==> src/design/pscrt_pkg.sv <==
// shared constants, register codes and a helper function for the point placement pipeline
package pscrt_pkg;

    typedef enum logic [2:0] {
        REG_ORIGIN_XY     = 3'd0,
        REG_ORIGIN_Z_SX   = 3'd1,
        REG_SCALE_YZ      = 3'd2,
        REG_SHIFT_XY      = 3'd3,
        REG_SHIFT_Z_QW    = 3'd4,
        REG_QUAT_XY       = 3'd5,
        REG_QUAT_Z_ROT    = 3'd6
    } t_reg_idx;

    localparam int NUM_REGS = 7;

    typedef logic [63:0] t_reg_word;
    typedef t_reg_word t_reg_file [NUM_REGS];

    localparam t_reg_file REG_RESET = '{
        64'h0000000000000000,
        64'h3F80000000000000,
        64'h3F8000003F800000,
        64'h0000000000000000,
        64'h3F80000000000000,
        64'h0000000000000000,
        64'h0000000000000000
    };

    localparam logic [63:0] QZ_ROT_MASK = 64'h00000001FFFFFFFF;

    // single precision bit patterns
    localparam logic [31:0] FP_QNAN = 32'h7FC00000;
    localparam logic [31:0] FP_TWO  = 32'h40000000;

    // unit latency of every adder and multiplier
    localparam int UNIT_LAT = 3;

    // leading zero count of a 48 bit word, 48 when all zero
    function automatic logic [5:0] lzc48(input logic [47:0] v);
        logic [5:0] cnt;
        cnt = 6'd48;
        for (int i = 0; i < 48; i++) begin
            if (v[i]) begin
                cnt = 6'(47 - i);
            end
        end
        return cnt;
    endfunction

endpackage

==> src/design/pscrt_fadd.sv <==
// three stage single precision adder, round to nearest even, subnormals kept
module pscrt_fadd (
    input  logic        i_clk,
    input  logic [31:0] i_a,
    input  logic [31:0] i_b,
    output logic [31:0] o_y
);
    import pscrt_pkg::*;

    // stage 1: unpack, order by magnitude, align the smaller operand
    logic        a_nan, b_nan, a_inf, b_inf, swap;
    logic [31:0] big, sml;
    logic [7:0]  big_e, sml_e, diff;
    logic [4:0]  sh;
    logic [58:0] al_wide;
    logic [26:0] n_s1_big, n_s1_sml;
    logic        r_s1_nan, r_s1_inf, r_s1_isgn, r_s1_zsgn, r_s1_sub, r_s1_sign;
    logic [26:0] r_s1_big, r_s1_sml;
    logic [7:0]  r_s1_exp;

    always_comb begin
        a_nan = (i_a[30:23] == 8'hFF) && (i_a[22:0] != 23'd0);
        b_nan = (i_b[30:23] == 8'hFF) && (i_b[22:0] != 23'd0);
        a_inf = (i_a[30:23] == 8'hFF) && (i_a[22:0] == 23'd0);
        b_inf = (i_b[30:23] == 8'hFF) && (i_b[22:0] == 23'd0);
        swap  = i_b[30:0] > i_a[30:0];
        big   = swap ? i_b : i_a;
        sml   = swap ? i_a : i_b;
        big_e = (big[30:23] == 8'd0) ? 8'd1 : big[30:23];
        sml_e = (sml[30:23] == 8'd0) ? 8'd1 : sml[30:23];
        diff  = big_e - sml_e;
        sh    = (diff > 8'd31) ? 5'd31 : diff[4:0];
        al_wide  = {(sml[30:23] != 8'd0), sml[22:0], 3'd0, 32'd0} >> sh;
        n_s1_big = {(big[30:23] != 8'd0), big[22:0], 3'd0};
        n_s1_sml = {al_wide[58:33], al_wide[32] | (|al_wide[31:0])};
    end

    always_ff @(posedge i_clk) begin
        r_s1_nan  <= a_nan || b_nan || (a_inf && b_inf && (i_a[31] != i_b[31]));
        r_s1_inf  <= a_inf || b_inf;
        r_s1_isgn <= a_inf ? i_a[31] : i_b[31];
        r_s1_zsgn <= i_a[31] && i_b[31];
        r_s1_sub  <= i_a[31] ^ i_b[31];
        r_s1_sign <= big[31];
        r_s1_big  <= n_s1_big;
        r_s1_sml  <= n_s1_sml;
        r_s1_exp  <= big_e;
    end

    // stage 2: add or subtract magnitudes, count leading zeros
    logic [27:0] n_s2_sum;
    logic [5:0]  lz_full;
    logic        r_s2_nan, r_s2_inf, r_s2_isgn, r_s2_zsgn, r_s2_sign;
    logic [27:0] r_s2_sum;
    logic [4:0]  r_s2_lz;
    logic [7:0]  r_s2_exp;

    always_comb begin
        n_s2_sum = r_s1_sub ? ({1'b0, r_s1_big} - {1'b0, r_s1_sml})
                            : ({1'b0, r_s1_big} + {1'b0, r_s1_sml});
        lz_full  = lzc48({n_s2_sum, 20'hFFFFF});
    end

    always_ff @(posedge i_clk) begin
        r_s2_nan  <= r_s1_nan;
        r_s2_inf  <= r_s1_inf;
        r_s2_isgn <= r_s1_isgn;
        r_s2_zsgn <= r_s1_zsgn;
        r_s2_sign <= r_s1_sign;
        r_s2_sum  <= n_s2_sum;
        r_s2_lz   <= lz_full[4:0];
        r_s2_exp  <= r_s1_exp;
    end

    // stage 3: normalize, round, pack
    logic [26:0] norm;
    logic [8:0]  e_fin;
    logic [7:0]  lsh, lim;
    logic [23:0] man;
    logic        grd, stk, inc;
    logic [24:0] man_r;
    logic [32:0] packed_v;
    logic        ovf;
    logic [31:0] n_y;
    logic [31:0] r_y;

    always_comb begin
        lim = r_s2_exp - 8'd1;
        lsh = {3'd0, r_s2_lz} - 8'd1;
        if (r_s2_sum[27]) begin
            norm  = {r_s2_sum[27:2], r_s2_sum[1] | r_s2_sum[0]};
            e_fin = {1'b0, r_s2_exp} + 9'd1;
        end else begin
            if (lsh > lim) begin
                lsh = lim;
            end
            norm  = r_s2_sum[26:0] << lsh;
            e_fin = {1'b0, r_s2_exp} - {1'b0, lsh};
        end
        man      = norm[26:3];
        grd      = norm[2];
        stk      = |norm[1:0];
        inc      = grd && (stk || man[0]);
        man_r    = {1'b0, man} + {24'd0, inc};
        packed_v = {e_fin - 9'd1, 23'd0} + {8'd0, man_r};
        ovf      = packed_v >= {9'd255, 23'd0};
        if (r_s2_nan) begin
            n_y = FP_QNAN;
        end else if (r_s2_inf) begin
            n_y = {r_s2_isgn, 8'hFF, 23'd0};
        end else if (r_s2_sum == 28'd0) begin
            n_y = {r_s2_zsgn, 31'd0};
        end else if (ovf) begin
            n_y = {r_s2_sign, 8'hFF, 23'd0};
        end else begin
            n_y = {r_s2_sign, packed_v[30:0]};
        end
    end

    always_ff @(posedge i_clk) begin
        r_y <= n_y;
    end

    assign o_y = r_y;

endmodule

==> config.mk <==
export PLATFORM = sky130hd
export DESIGN_NAME = pscrt_fadd
export DESIGN_NICKNAME = d
export VERILOG_FILES = /design/src/design/pscrt_pkg.sv /design/src/design/pscrt_fadd.sv
export SDC_FILE = /design/constraint.sdc
export NUM_CORES = 1
export LEC_CHECK = 0
export BUFFER_PORTS_ARGS = -buffer_cell sky130_fd_sc_hd__buf_2
export CAP_MARGIN = 20
export CORE_ASPECT_RATIO = 2
export CORE_MARGIN = 5
export CORE_UTILIZATION = 67
export DETAILED_ROUTE_END_ITERATION = 8
export PLACE_DENSITY_LB_ADDON = 0.05
export SETUP_SLACK_MARGIN = 0.2
export SYNTH_ARGS = -nofsm -noshare
export SYNTH_HDL_FRONTEND = slang
export SYNTH_SLANG_ARGS = --single-unit
==> constraint.sdc <==
create_clock -name i_clk -period 15.9 [get_ports i_clk]
set_input_delay 3.18 -clock i_clk [delete_from_list [all_inputs] [get_ports i_clk]]
set_output_delay 3.18 -clock i_clk [all_outputs]
set_load 0.01 [all_outputs]
==> reports/results.txt <==
Max-Cap Viols = 0
Placed cell areas = 0.01523 sq mm
Clock buffer depth = 2
Critical path startpoint category = primary input
IO buf count = 96
YS warnings = 0
Crit share post-route = 76.98%
Critical path class = primary input to flop
Area of the mapped netlist = 0.01451 sq mm
Outcome = finished clean
Starting Density = 67.52%
Post-synth cell types = 99
Crit-path max cell delay = 770 ps
Total grt overflow = 0
Crit path DAT = 12560 ps
GRT met2 Usage = 81.12%
Clock-pin slew on the worst setup and hold paths = 60 ps
Post-CTS Setup Inserts = 0
Sink Count = 143
Initial DRC Count = 1533
LEAKAGE = 0.006854 uW
Element type at the critical path end = flop
Crit-path slowest cell = buf_4
Critical path required time = 16220 ps
Initial antenna violation count = 5
Wire per inst = 25.39 um
DPL Wire Length = 43950 um
Minimum clock period = 12240 ps
Vias in the first global route = 16330
Vias = 16450
Skew-Pair Late Insertion Delay = 460 ps
GRT Util Overall = 46.17%
DRC = 0
Finish-stage setup viols = 0
Worst VDD drop = 219.7 uV
TritonCTS clock tree = yes
Final wirelength = 57660 um
Ys flop type = dfxtp_1
Register area share after synthesis = 19.73%
Flop and latch count out of synthesis = 143
Worst Skew = 13.59 ps
Final Max Slew Viols = 0
Post_cts resized = 0
Largest net degree at the start of global routing = 70
I/O pin cnt = 97
Most numerous cell on the critical path = a21o_1
Final Hold Viols = 0
Worst-margin pin slew = 1101 ps
Post-synth EDFFs = 0
Final core utilization = 73.63%
Mapped Avg Cell Area = 7.527 sq um
Hold WS = 323.3 ps
Synthesized Nets = 2107
M1 GR Usage = 38.84%
RSZ-0062 raised after global routing = no
Nets = 2160
Layout cell share with drive strength beyond 1 = 13.89%
Vias per inst = 7.242
Fmax = 81.70 MHz
Ys async rst share = 0%
Relative slew slack = 26.41%
Routability Congestion = 1.218
Num rows = 76
1st-pass router iterations = 8
Die X = 114.1 um
Root Buffer Master = clkbuf_16
Htree depth = 4
Pwr per Cell Area = 199.1 mW/mm^2
Die area = 0.02488 sq mm
ANT nets after route = 0
First-pass GRT wire length = 88570 um
# hold bufs at CTS = 0
Grt met3 use = 13.69%
R2R setup slack = 7070 ps
Area Growth Syn to Fin = 9.044%
Core area = 0.02149 sq mm
HP Class = flop to flop
Die H = 218.1 um
Final Cell Area = 0.01582 sq mm
Setup_tns = 0 ps
Clock buffer count from CTS = 17
Worst-path maximum fanout = 69
Cells after Synth = 1928
Global route hottest layer = met2
## worst max-delay path: cells and delay by family
family	cells	cell delay (ps)
AOI/OAI and AO/OA	16	4450
muxes	2	840
and+or+nand+nor	5	2100
buffers and inverters	4	1020
adders and majority gates	3	950
## worst paths after layout
kind,startpoint,end,depth (start not counted)
worst max-delay path,i_a[20],r_s1_sml[0],30
worst min-delay path,r_s1_exp[5],r_s2_exp[5],0
worst max register to register,r_s2_lz[0],o_y[4],31
worst min register to register,r_s1_exp[5],r_s2_exp[5],0
## logic make-up (layout without fill, tap and decap cells)
group | Yosys count | count (layout) | share of synthesized area, %
XOR/XNOR | 74 | 74 | 4.466
adder cells (fa/ha/maj) | 114 | 114 | 9.984
other | 0 | 4 | 0
multiplexers | 134 | 134 | 9.709
buffers and inverters | 223 | 289 | 6.130
AO/OA/AOI/OAI | 566 | 566 | 26.21
flip-flops | 143 | 143 | 19.73
AND/OR/NAND/NOR | 674 | 674 | 23.77
## cell usage in the layout, fill, tap and decap left out, types with 7 or more instances in the layout
master     instances
nand2b_1          16
nand2_1          163
o21ai_1            9
o21bai_1          14
dfxtp_1          143
clkbuf_16         17
mux2i_1           79
a32oi_1            9
or2_2              7
o211ai_1          26
buf_4             28
inv_1            132
o21a_1            13
o22ai_1           27
nand3b_1           9
a211oi_1          32
o31ai_1           16
nor3_1            55
o2111ai_1          8
and2_1            18
a21oi_1          136
nor3b_2           14
xnor2_1           48
buf_2             96
ha_1             111
mux2_2            54
nand3_1           92
a21boi_0          10
nor2_1           172
o31a_1            12
o21ai_0          112
a31oi_1           19
nand4_1           19
a221o_1            7
nor2b_1           10
xor2_1            26
nor4_1            36
and3_1            19
a21o_1            25
## synth_stat cells (all sizes together), types with 13 or more instances
cell type | n | share of area (%)
o211ai | 30 | 1.7
o22ai | 27 | 1.2
xor2 | 26 | 1.6
mux2 | 54 | 4.2
nor3b | 18 | 1.4
clkbuf | 67 | 1.7
nand3 | 92 | 3.2
and2 | 18 | 0.78
a21oi | 138 | 4.8
and3 | 19 | 0.82
mux2i | 80 | 5.5
dfxtp | 143 | 20
nand2 | 163 | 4.2
ha | 111 | 9.6
nor2 | 174 | 4.5
xnor2 | 48 | 2.9
o21ai | 123 | 4.3
inv | 133 | 3.4
a31oi | 19 | 0.82
o21bai | 14 | 0.72
a211oi | 34 | 1.8
o31ai | 18 | 1.0
a21o | 25 | 1.3
buf | 23 | 0.96
nor3 | 59 | 2.2
nor4 | 38 | 1.8
nand2b | 16 | 0.69
nand4 | 20 | 0.97
o21a | 13 | 0.67
## report_power, final
group	total (uW)	switching, uW	internal, uW
Sequential	517	70.6	446
Clock	405	171	234
Combinational	2230	1410	819
Total	3150	1650	1500
## flip-flops by register name, indices dropped and copies added, names as in the netlist, 5 cells and up
| name | flops |
|---|---|
| r_s2_exp | 8 |
| r_s2_sum | 28 |
| r_s2_lz | 5 |
| r_s1_sml | 27 |
| r_s1_big | 24 |
| o_y | 32 |
| r_s1_exp | 8 |
## routing by layer
metal  vias up  wire [um]
li1       7230          -
met1      7505      16630
met2      1134      28580
met3       574       4659
met4         4       7759
met5         -         23
## final cells by class
class	instances	area, sq um
clock inverter	13	152.6
timing repair buffer	124	690.7
fill	1737	5667
clock buffer	19	432.9
sequential	143	2863
inverter	133	499.2
antenna	4	10.01
tap	273	341.6
multi-input combinational	1562	10830
## stage by stage
step	cells	power (uW)	setup WS, ps
finish	2271	3150	3661
global route	2267	3326	3211
CTS	2267	3040	3953
detailed placement	2235	2633	3513
global placement	2235	2577	3771
floorplan	1928	2082	4333
Note: power is estimated with default switching activity, not from simulation.
