==> src/design/pscrt_pkg.sv <==
// shared constants, register codes and a helper function for the point placement pipeline
package pscrt_pkg;

    typedef enum logic [2:0] {
        REG_ORIGIN_XY     = 3'd0,
        REG_ORIGIN_Z_SX   = 3'd1,
        REG_SCALE_YZ      = 3'd2,
        REG_SHIFT_XY      = 3'd3,
        REG_SHIFT_Z_QW    = 3'd4,
        REG_QUAT_XY       = 3'd5,
        REG_QUAT_Z_ROT    = 3'd6
    } t_reg_idx;

    localparam int NUM_REGS = 7;

    typedef logic [63:0] t_reg_word;
    typedef t_reg_word t_reg_file [NUM_REGS];

    localparam t_reg_file REG_RESET = '{
        64'h0000000000000000,
        64'h3F80000000000000,
        64'h3F8000003F800000,
        64'h0000000000000000,
        64'h3F80000000000000,
        64'h0000000000000000,
        64'h0000000000000000
    };

    localparam logic [63:0] QZ_ROT_MASK = 64'h00000001FFFFFFFF;

    // single precision bit patterns
    localparam logic [31:0] FP_QNAN = 32'h7FC00000;
    localparam logic [31:0] FP_TWO  = 32'h40000000;

    // unit latency of every adder and multiplier
    localparam int UNIT_LAT = 3;

    // leading zero count of a 48 bit word, 48 when all zero
    function automatic logic [5:0] lzc48(input logic [47:0] v);
        logic [5:0] cnt;
        cnt = 6'd48;
        for (int i = 0; i < 48; i++) begin
            if (v[i]) begin
                cnt = 6'(47 - i);
            end
        end
        return cnt;
    endfunction

endpackage

==> src/design/pscrt_fmul.sv <==
// three stage single precision multiplier, round to nearest even, subnormals kept
module pscrt_fmul (
    input  logic        i_clk,
    input  logic [31:0] i_a,
    input  logic [31:0] i_b,
    output logic [31:0] o_y
);
    import pscrt_pkg::*;

    // stage 1: unpack and mantissa product
    logic        a_nan, b_nan, a_inf, b_inf, a_zero, b_zero;
    logic [23:0] a_man, b_man;
    logic [10:0] a_exp, b_exp;
    logic        n_s1_nan, n_s1_inf, n_s1_zero, n_s1_sign;
    logic [47:0] n_s1_prod;
    logic signed [10:0] n_s1_exp;
    logic        r_s1_nan, r_s1_inf, r_s1_zero, r_s1_sign;
    logic [47:0] r_s1_prod;
    logic signed [10:0] r_s1_exp;

    always_comb begin
        a_nan  = (i_a[30:23] == 8'hFF) && (i_a[22:0] != 23'd0);
        b_nan  = (i_b[30:23] == 8'hFF) && (i_b[22:0] != 23'd0);
        a_inf  = (i_a[30:23] == 8'hFF) && (i_a[22:0] == 23'd0);
        b_inf  = (i_b[30:23] == 8'hFF) && (i_b[22:0] == 23'd0);
        a_zero = (i_a[30:0] == 31'd0);
        b_zero = (i_b[30:0] == 31'd0);
        a_man  = {(i_a[30:23] != 8'd0), i_a[22:0]};
        b_man  = {(i_b[30:23] != 8'd0), i_b[22:0]};
        a_exp  = (i_a[30:23] == 8'd0) ? 11'd1 : {3'd0, i_a[30:23]};
        b_exp  = (i_b[30:23] == 8'd0) ? 11'd1 : {3'd0, i_b[30:23]};
        n_s1_nan  = a_nan || b_nan || (a_inf && b_zero) || (b_inf && a_zero);
        n_s1_inf  = a_inf || b_inf;
        n_s1_zero = a_zero || b_zero;
        n_s1_sign = i_a[31] ^ i_b[31];
        n_s1_prod = a_man * b_man;
        n_s1_exp  = $signed(a_exp) + $signed(b_exp) - 11'sd126;
    end

    always_ff @(posedge i_clk) begin
        r_s1_nan  <= n_s1_nan;
        r_s1_inf  <= n_s1_inf;
        r_s1_zero <= n_s1_zero;
        r_s1_sign <= n_s1_sign;
        r_s1_prod <= n_s1_prod;
        r_s1_exp  <= n_s1_exp;
    end

    // stage 2: normalize the leading one to the top
    logic [5:0]  lz;
    logic [47:0] n_s2_prod;
    logic signed [10:0] n_s2_exp;
    logic        r_s2_nan, r_s2_inf, r_s2_zero, r_s2_sign;
    logic [47:0] r_s2_prod;
    logic signed [10:0] r_s2_exp;

    always_comb begin
        lz        = lzc48(r_s1_prod);
        n_s2_prod = r_s1_prod << lz;
        n_s2_exp  = r_s1_exp - $signed({5'd0, lz});
    end

    always_ff @(posedge i_clk) begin
        r_s2_nan  <= r_s1_nan;
        r_s2_inf  <= r_s1_inf;
        r_s2_zero <= r_s1_zero;
        r_s2_sign <= r_s1_sign;
        r_s2_prod <= n_s2_prod;
        r_s2_exp  <= n_s2_exp;
    end

    // stage 3: denormalize, round, pack
    logic signed [10:0] dn;
    logic [5:0]  rs;
    logic [10:0] e_fin;
    logic [95:0] wide;
    logic [23:0] man;
    logic        grd, stk, inc;
    logic [24:0] man_r;
    logic [33:0] packed_v;
    logic        ovf;
    logic [31:0] n_y;
    logic [31:0] r_y;

    always_comb begin
        dn = 11'sd1 - r_s2_exp;
        if (r_s2_exp < 11'sd1) begin
            rs    = (dn > 11'sd63) ? 6'd63 : dn[5:0];
            e_fin = 11'd1;
        end else begin
            rs    = 6'd0;
            e_fin = r_s2_exp;
        end
        wide     = {r_s2_prod, 48'd0} >> rs;
        man      = wide[95:72];
        grd      = wide[71];
        stk      = |wide[70:0];
        inc      = grd && (stk || man[0]);
        man_r    = {1'b0, man} + {24'd0, inc};
        packed_v = {e_fin - 11'd1, 23'd0} + {9'd0, man_r};
        ovf      = packed_v >= {11'd255, 23'd0};
        if (r_s2_nan) begin
            n_y = FP_QNAN;
        end else if (r_s2_inf) begin
            n_y = {r_s2_sign, 8'hFF, 23'd0};
        end else if (r_s2_zero) begin
            n_y = {r_s2_sign, 31'd0};
        end else if (ovf) begin
            n_y = {r_s2_sign, 8'hFF, 23'd0};
        end else begin
            n_y = {r_s2_sign, packed_v[30:0]};
        end
    end

    always_ff @(posedge i_clk) begin
        r_y <= n_y;
    end

    assign o_y = r_y;

endmodule

==> config.mk <==
export PLATFORM = sky130hd
export DESIGN_NAME = pscrt_fmul
export DESIGN_NICKNAME = d
export VERILOG_FILES = /design/src/design/pscrt_pkg.sv /design/src/design/pscrt_fmul.sv
export SDC_FILE = /design/constraint.sdc
export NUM_CORES = 2
export LEC_CHECK = 0
export BUFFER_PORTS_ARGS = -buffer_cell sky130_fd_sc_hd__buf_4
export CORE_AREA = 2 2 273 275
export CTS_CLUSTER_SIZE = 24
export DETAILED_ROUTE_END_ITERATION = 16
export DIE_AREA = 0 0 275 277
export GPL_TIMING_DRIVEN = 0
export PLACE_DENSITY_LB_ADDON = 0.3
export SYNTH_ARGS = -nofsm -noshare
export SYNTH_HDL_FRONTEND = slang
export SYNTH_SLANG_ARGS = --single-unit
==> constraint.sdc <==
create_clock -name i_clk -period 8.6 [get_ports i_clk]
set_input_delay 1.29 -clock i_clk [delete_from_list [all_inputs] [get_ports i_clk]]
set_output_delay 1.29 -clock i_clk [all_outputs]
set_load 0.02 [all_outputs]
==> results.rst <==
.. list-table::
   :header-rows: 1

   * - Metric
     - Value
   * - Total of fill cells in the finished design
     - 7,246
   * - Drt initial violations
     - 3,169
   * - Top-level port count
     - 97
   * - Number of warnings reported in the yosys synthesis log
     - 0
   * - Startpoint class of the critical path
     - primary input
   * - CTS H-Tree Depth
     - 4
   * - Worst path max stage delay
     - 0.57 ns
   * - Async set-reset flop share out of synthesis
     - 0%
   * - Maximum clock skew at final layout
     - 0.01898 ns
   * - Count of different cell masters after synthesis
     - 101
   * - Leading register cell type out of synthesis
     - sky130_fd_sc_hd__dfxtp_1
   * - Area fraction of the dominant cell type after synthesis
     - 30.21%
   * - Clk slew on worst S/H paths
     - 0.07 ns
   * - Worst slew pin tran
     - 1.241 ns
   * - Pre-Repair DR Iteration Count
     - 7
   * - Critical Path End Type
     - flip-flop
   * - Top post-synthesis cells by area
     - sky130_fd_sc_hd__fa_1 (30%), sky130_fd_sc_hd__dfxtp_1 (9.8%), sky130_fd_sc_hd__ha_1 (7.8%)
   * - Fmax
     - 118.6 MHz
   * - Final GP Congestion
     - 1.050
   * - Chip Width
     - 275 um
   * - Max transition margin
     - 16.78%
   * - R2R setup slack
     - 0.27 ns
   * - Average footprint of a synthesized cell
     - 8.171 sq um
   * - Layout cell share with drive strength beyond 1
     - 9.044%
   * - Minimum clock period
     - 8.434 ns
   * - Worst setup path end
     - r_s1_prod[42]
   * - Number of buffers added to fix hold violations after cts
     - 0
   * - Total via count in the routed design
     - 30,560
   * - Number of nets with antenna violations after detailed routing
     - 0
   * - Max Transition Viols Final
     - 0
   * - Sum of net half-perimeters after detailed placement
     - 104.7 mm
   * - DRT Wirelength
     - 129.2 mm
   * - Minimum hold slack
     - 0.3312 ns
   * - Slowest library cell on the worst path
     - sky130_fd_sc_hd__fa_2
   * - Clock Root Buffer
     - sky130_fd_sc_hd__clkbuf_16
   * - Final worst path period share
     - 98.07%
   * - Total grt overflow
     - 0
   * - CP Data Arrival Time
     - 8.82 ns
   * - Run status
     - complete, no violations
   * - Average wire length per cell after detail routing
     - 25.69 um
   * - Share of the core filled with cells
     - 48.42%
   * - Final Hold Viols
     - 0
   * - Number of global-route vias before repair
     - 31,040
   * - Reg-to-reg critical path endpoint
     - o_y[6]
   * - Number of antenna violations at the first check in global routing
     - 3
   * - Worst hold path depth
     - 0
   * - Crit path kind
     - primary input to flip-flop
   * - Longest Clk Path Bufs
     - 2
   * - Max-cap viol count
     - 0
   * - Vertical extent of the die
     - 277 um
   * - Area of the mapped netlist
     - 32,070 sq um
   * - Post-detailed-route DRC marker count
     - 0
   * - Post-layout nets
     - 4,794
   * - Clock sink count
     - 157
   * - Synthesized instance count
     - 3,925
   * - Required @ worst endpoint
     - 8.99 ns
   * - Rows
     - 100
   * - Worst hold path type
     - flip-flop to flip-flop
   * - Wire length of the first global-routing pass
     - 193.2 mm
   * - Clock latency on the worst-skew pair
     - 0.48 ns
   * - Total of buffers placed on input and output ports
     - 87
   * - Library cell appearing most often on the critical path
     - sky130_fd_sc_hd__fa_1
   * - Source of the worst register-to-register timing path
     - r_s2_exp[1]
   * - CTS tree
     - built
   * - Worst-case reg-to-reg path depth
     - 25
   * - Most area-hungry cell type in the Yosys netlist
     - sky130_fd_sc_hd__fa_1
   * - Total routing usage reported by global routing
     - 33.98%
   * - Routed vias/inst
     - 6.073
   * - Part of the Yosys area used for sequential elements
     - 9.800%
   * - Core region area
     - 73,570 sq um
   * - Setup-failing EPs final
     - 0
   * - Post-synthesis sequential element count
     - 157
   * - Post-synth net total
     - 4,674
   * - Maximum number of pins on one net before global-route repair
     - 19
   * - Synthesis-to-layout area growth
     - 11.08%
   * - Starting utilization of the core area
     - 43.59%
   * - Die footprint
     - 76,180 sq um
   * - Biggest fanout along the worst timing path
     - 10
   * - CP startpoint
     - i_b[0]
   * - Num CTS Buffers
     - 17
   * - Number of enable flip-flop cells after synthesis
     - 0
how the worst min path moves through the flow:
stage	start	endpoint	slack, ns
3_5_place_dp	r_s1_zero	r_s2_zero	0.31
2_1_floorplan	r_s1_inf	r_s2_inf	0.31
3_3_place_gp	r_s1_zero	r_s2_zero	0.31
5_1_grt	r_s1_zero	r_s2_zero	0.34
6_report	r_s1_nan	r_s2_nan	0.33
4_1_cts	r_s1_nan	r_s2_nan	0.33
cell families (layout without fill, tap and decap cells):
logic type,count (synthesis),in the layout,synth area share [%]
compound gates,660,660,14.23
xor+xnor,96,96,2.622
fa+ha+maj,684,684,38.01
buf+inv,793,926,9.496
flops,157,157,9.800
mux,151,151,4.810
other cells,0,4,0
simple gates,1384,1384,21.03
stage by stage:
stage                     cell area (sq um)  setup WS, ns  std cells  setup TNS [ns]
final                                 35620        0.1658       5031               0
after global routing                  35610      -0.03925       5027         -0.1024
after CTS                             35090      0.003975       5019               0
after detailed placement              33940        -2.152       4981          -43.39
after global placement                33940        -2.160       4981          -41.78
after floorplan                       32080       0.01782       3925               0
Yosys cell counts (all sizes together) (10+ instances only):
| cell | number |
|---|---|
| nand2 | 555 |
| inv | 553 |
| fa | 484 |
| and2 | 238 |
| nor2 | 206 |
| ha | 200 |
| clkbuf | 190 |
| dfxtp | 157 |
| mux2i | 135 |
| o21ai | 133 |
| a21oi | 126 |
| nor3 | 88 |
| nand3 | 85 |
| xnor2 | 63 |
| buf | 49 |
| nor4 | 44 |
| a211oi | 39 |
| and3 | 39 |
| a31oi | 36 |
| o22ai | 35 |
| xor2 | 33 |
| nand4 | 30 |
| o211ai | 29 |
| a21o | 25 |
| o31ai | 25 |
| nor2b | 24 |
| a221oi | 22 |
| mux2 | 15 |
| o21a | 15 |
| nand2b | 14 |
| or3 | 14 |
| a221o | 12 |
| o221ai | 12 |
| o311ai | 12 |
| or2 | 12 |
| a2111oi | 11 |
| a211o | 10 |
| a22oi | 10 |
what timing repair did:
item	4_1_cts	5_1_grt
endpoints found under the hold margin	0	0
pin swaps	3	28
buffers inserted	10	8
endpoints found under the setup margin	51	41
gates resized for setup	157	202
layout by cell type (no fill, tap or decap), types with 30 or more instances in the layout:
cell type / Yosys / layout
sky130_fd_sc_hd__fa_1: 484 / 480
sky130_fd_sc_hd__buf_4: 1 / 105
sky130_fd_sc_hd__xnor2_1: 63 / 61
sky130_fd_sc_hd__a31oi_1: 36 / 36
sky130_fd_sc_hd__mux2i_1: 135 / 135
sky130_fd_sc_hd__and2_1: 237 / 237
sky130_fd_sc_hd__clkbuf_1: 190 / 99
sky130_fd_sc_hd__nand4_1: 30 / 30
sky130_fd_sc_hd__o22ai_1: 35 / 35
sky130_fd_sc_hd__nor4_1: 40 / 37
sky130_fd_sc_hd__a21oi_1: 124 / 119
sky130_fd_sc_hd__xor2_1: 33 / 33
sky130_fd_sc_hd__nand2_1: 555 / 552
sky130_fd_sc_hd__nor2_1: 203 / 202
sky130_fd_sc_hd__dfxtp_1: 157 / 157
sky130_fd_sc_hd__ha_1: 200 / 192
sky130_fd_sc_hd__a211oi_1: 36 / 36
sky130_fd_sc_hd__inv_1: 553 / 552
sky130_fd_sc_hd__and3_1: 39 / 39
sky130_fd_sc_hd__o21ai_0: 126 / 123
sky130_fd_sc_hd__nor3_1: 79 / 77
sky130_fd_sc_hd__nand3_1: 84 / 84
sky130_fd_sc_hd__buf_6: 5 / 32
layer usage:
metal / track usage (%) / share of wire, %
met4: 22.18 / 7.3
met5: 0 / 0.017
met2: 54.96 / 46
met1: 39.87 / 37
met3: 8.523 / 9.0
area by class of cell:
cell class / instances / area [sq um] / area share [%]
flip-flops and latches: 157 / 3143 / 8.823
plain buffers: 235 / 1548 / 4.345
well taps: 969 / 1212 / 3.403
inverters: 554 / 2083 / 5.848
diodes: 4 / 10.01 / 0.02810
repair buffers: 105 / 835.8 / 2.346
multi-input cells: 2975 / 26180 / 73.48
clock buffers: 17 / 425.4 / 1.194
clock inverters: 15 / 190.2 / 0.5339
registers in the layout, summed over array words and instances (netlist names), 10 cells and up:
register,cells
r_s2_prod,48
o_y,32
r_s2_exp,11
r_s1_exp,10
r_s1_prod,48
critical path, delay by kind of cell:
family | cells | cell delay (ns)
xor gates and xnor gates | 1 | 0.15
adders and majority gates | 8 | 3.77
buffers and inverters | 5 | 0.65
AOI/OAI and AO/OA | 10 | 2.01
and+or+nand+nor | 5 | 0.94
Power is left out: the tool's default activity adds up to more than one toggle a clock period on the data nets, which glitch-free logic cannot reach.
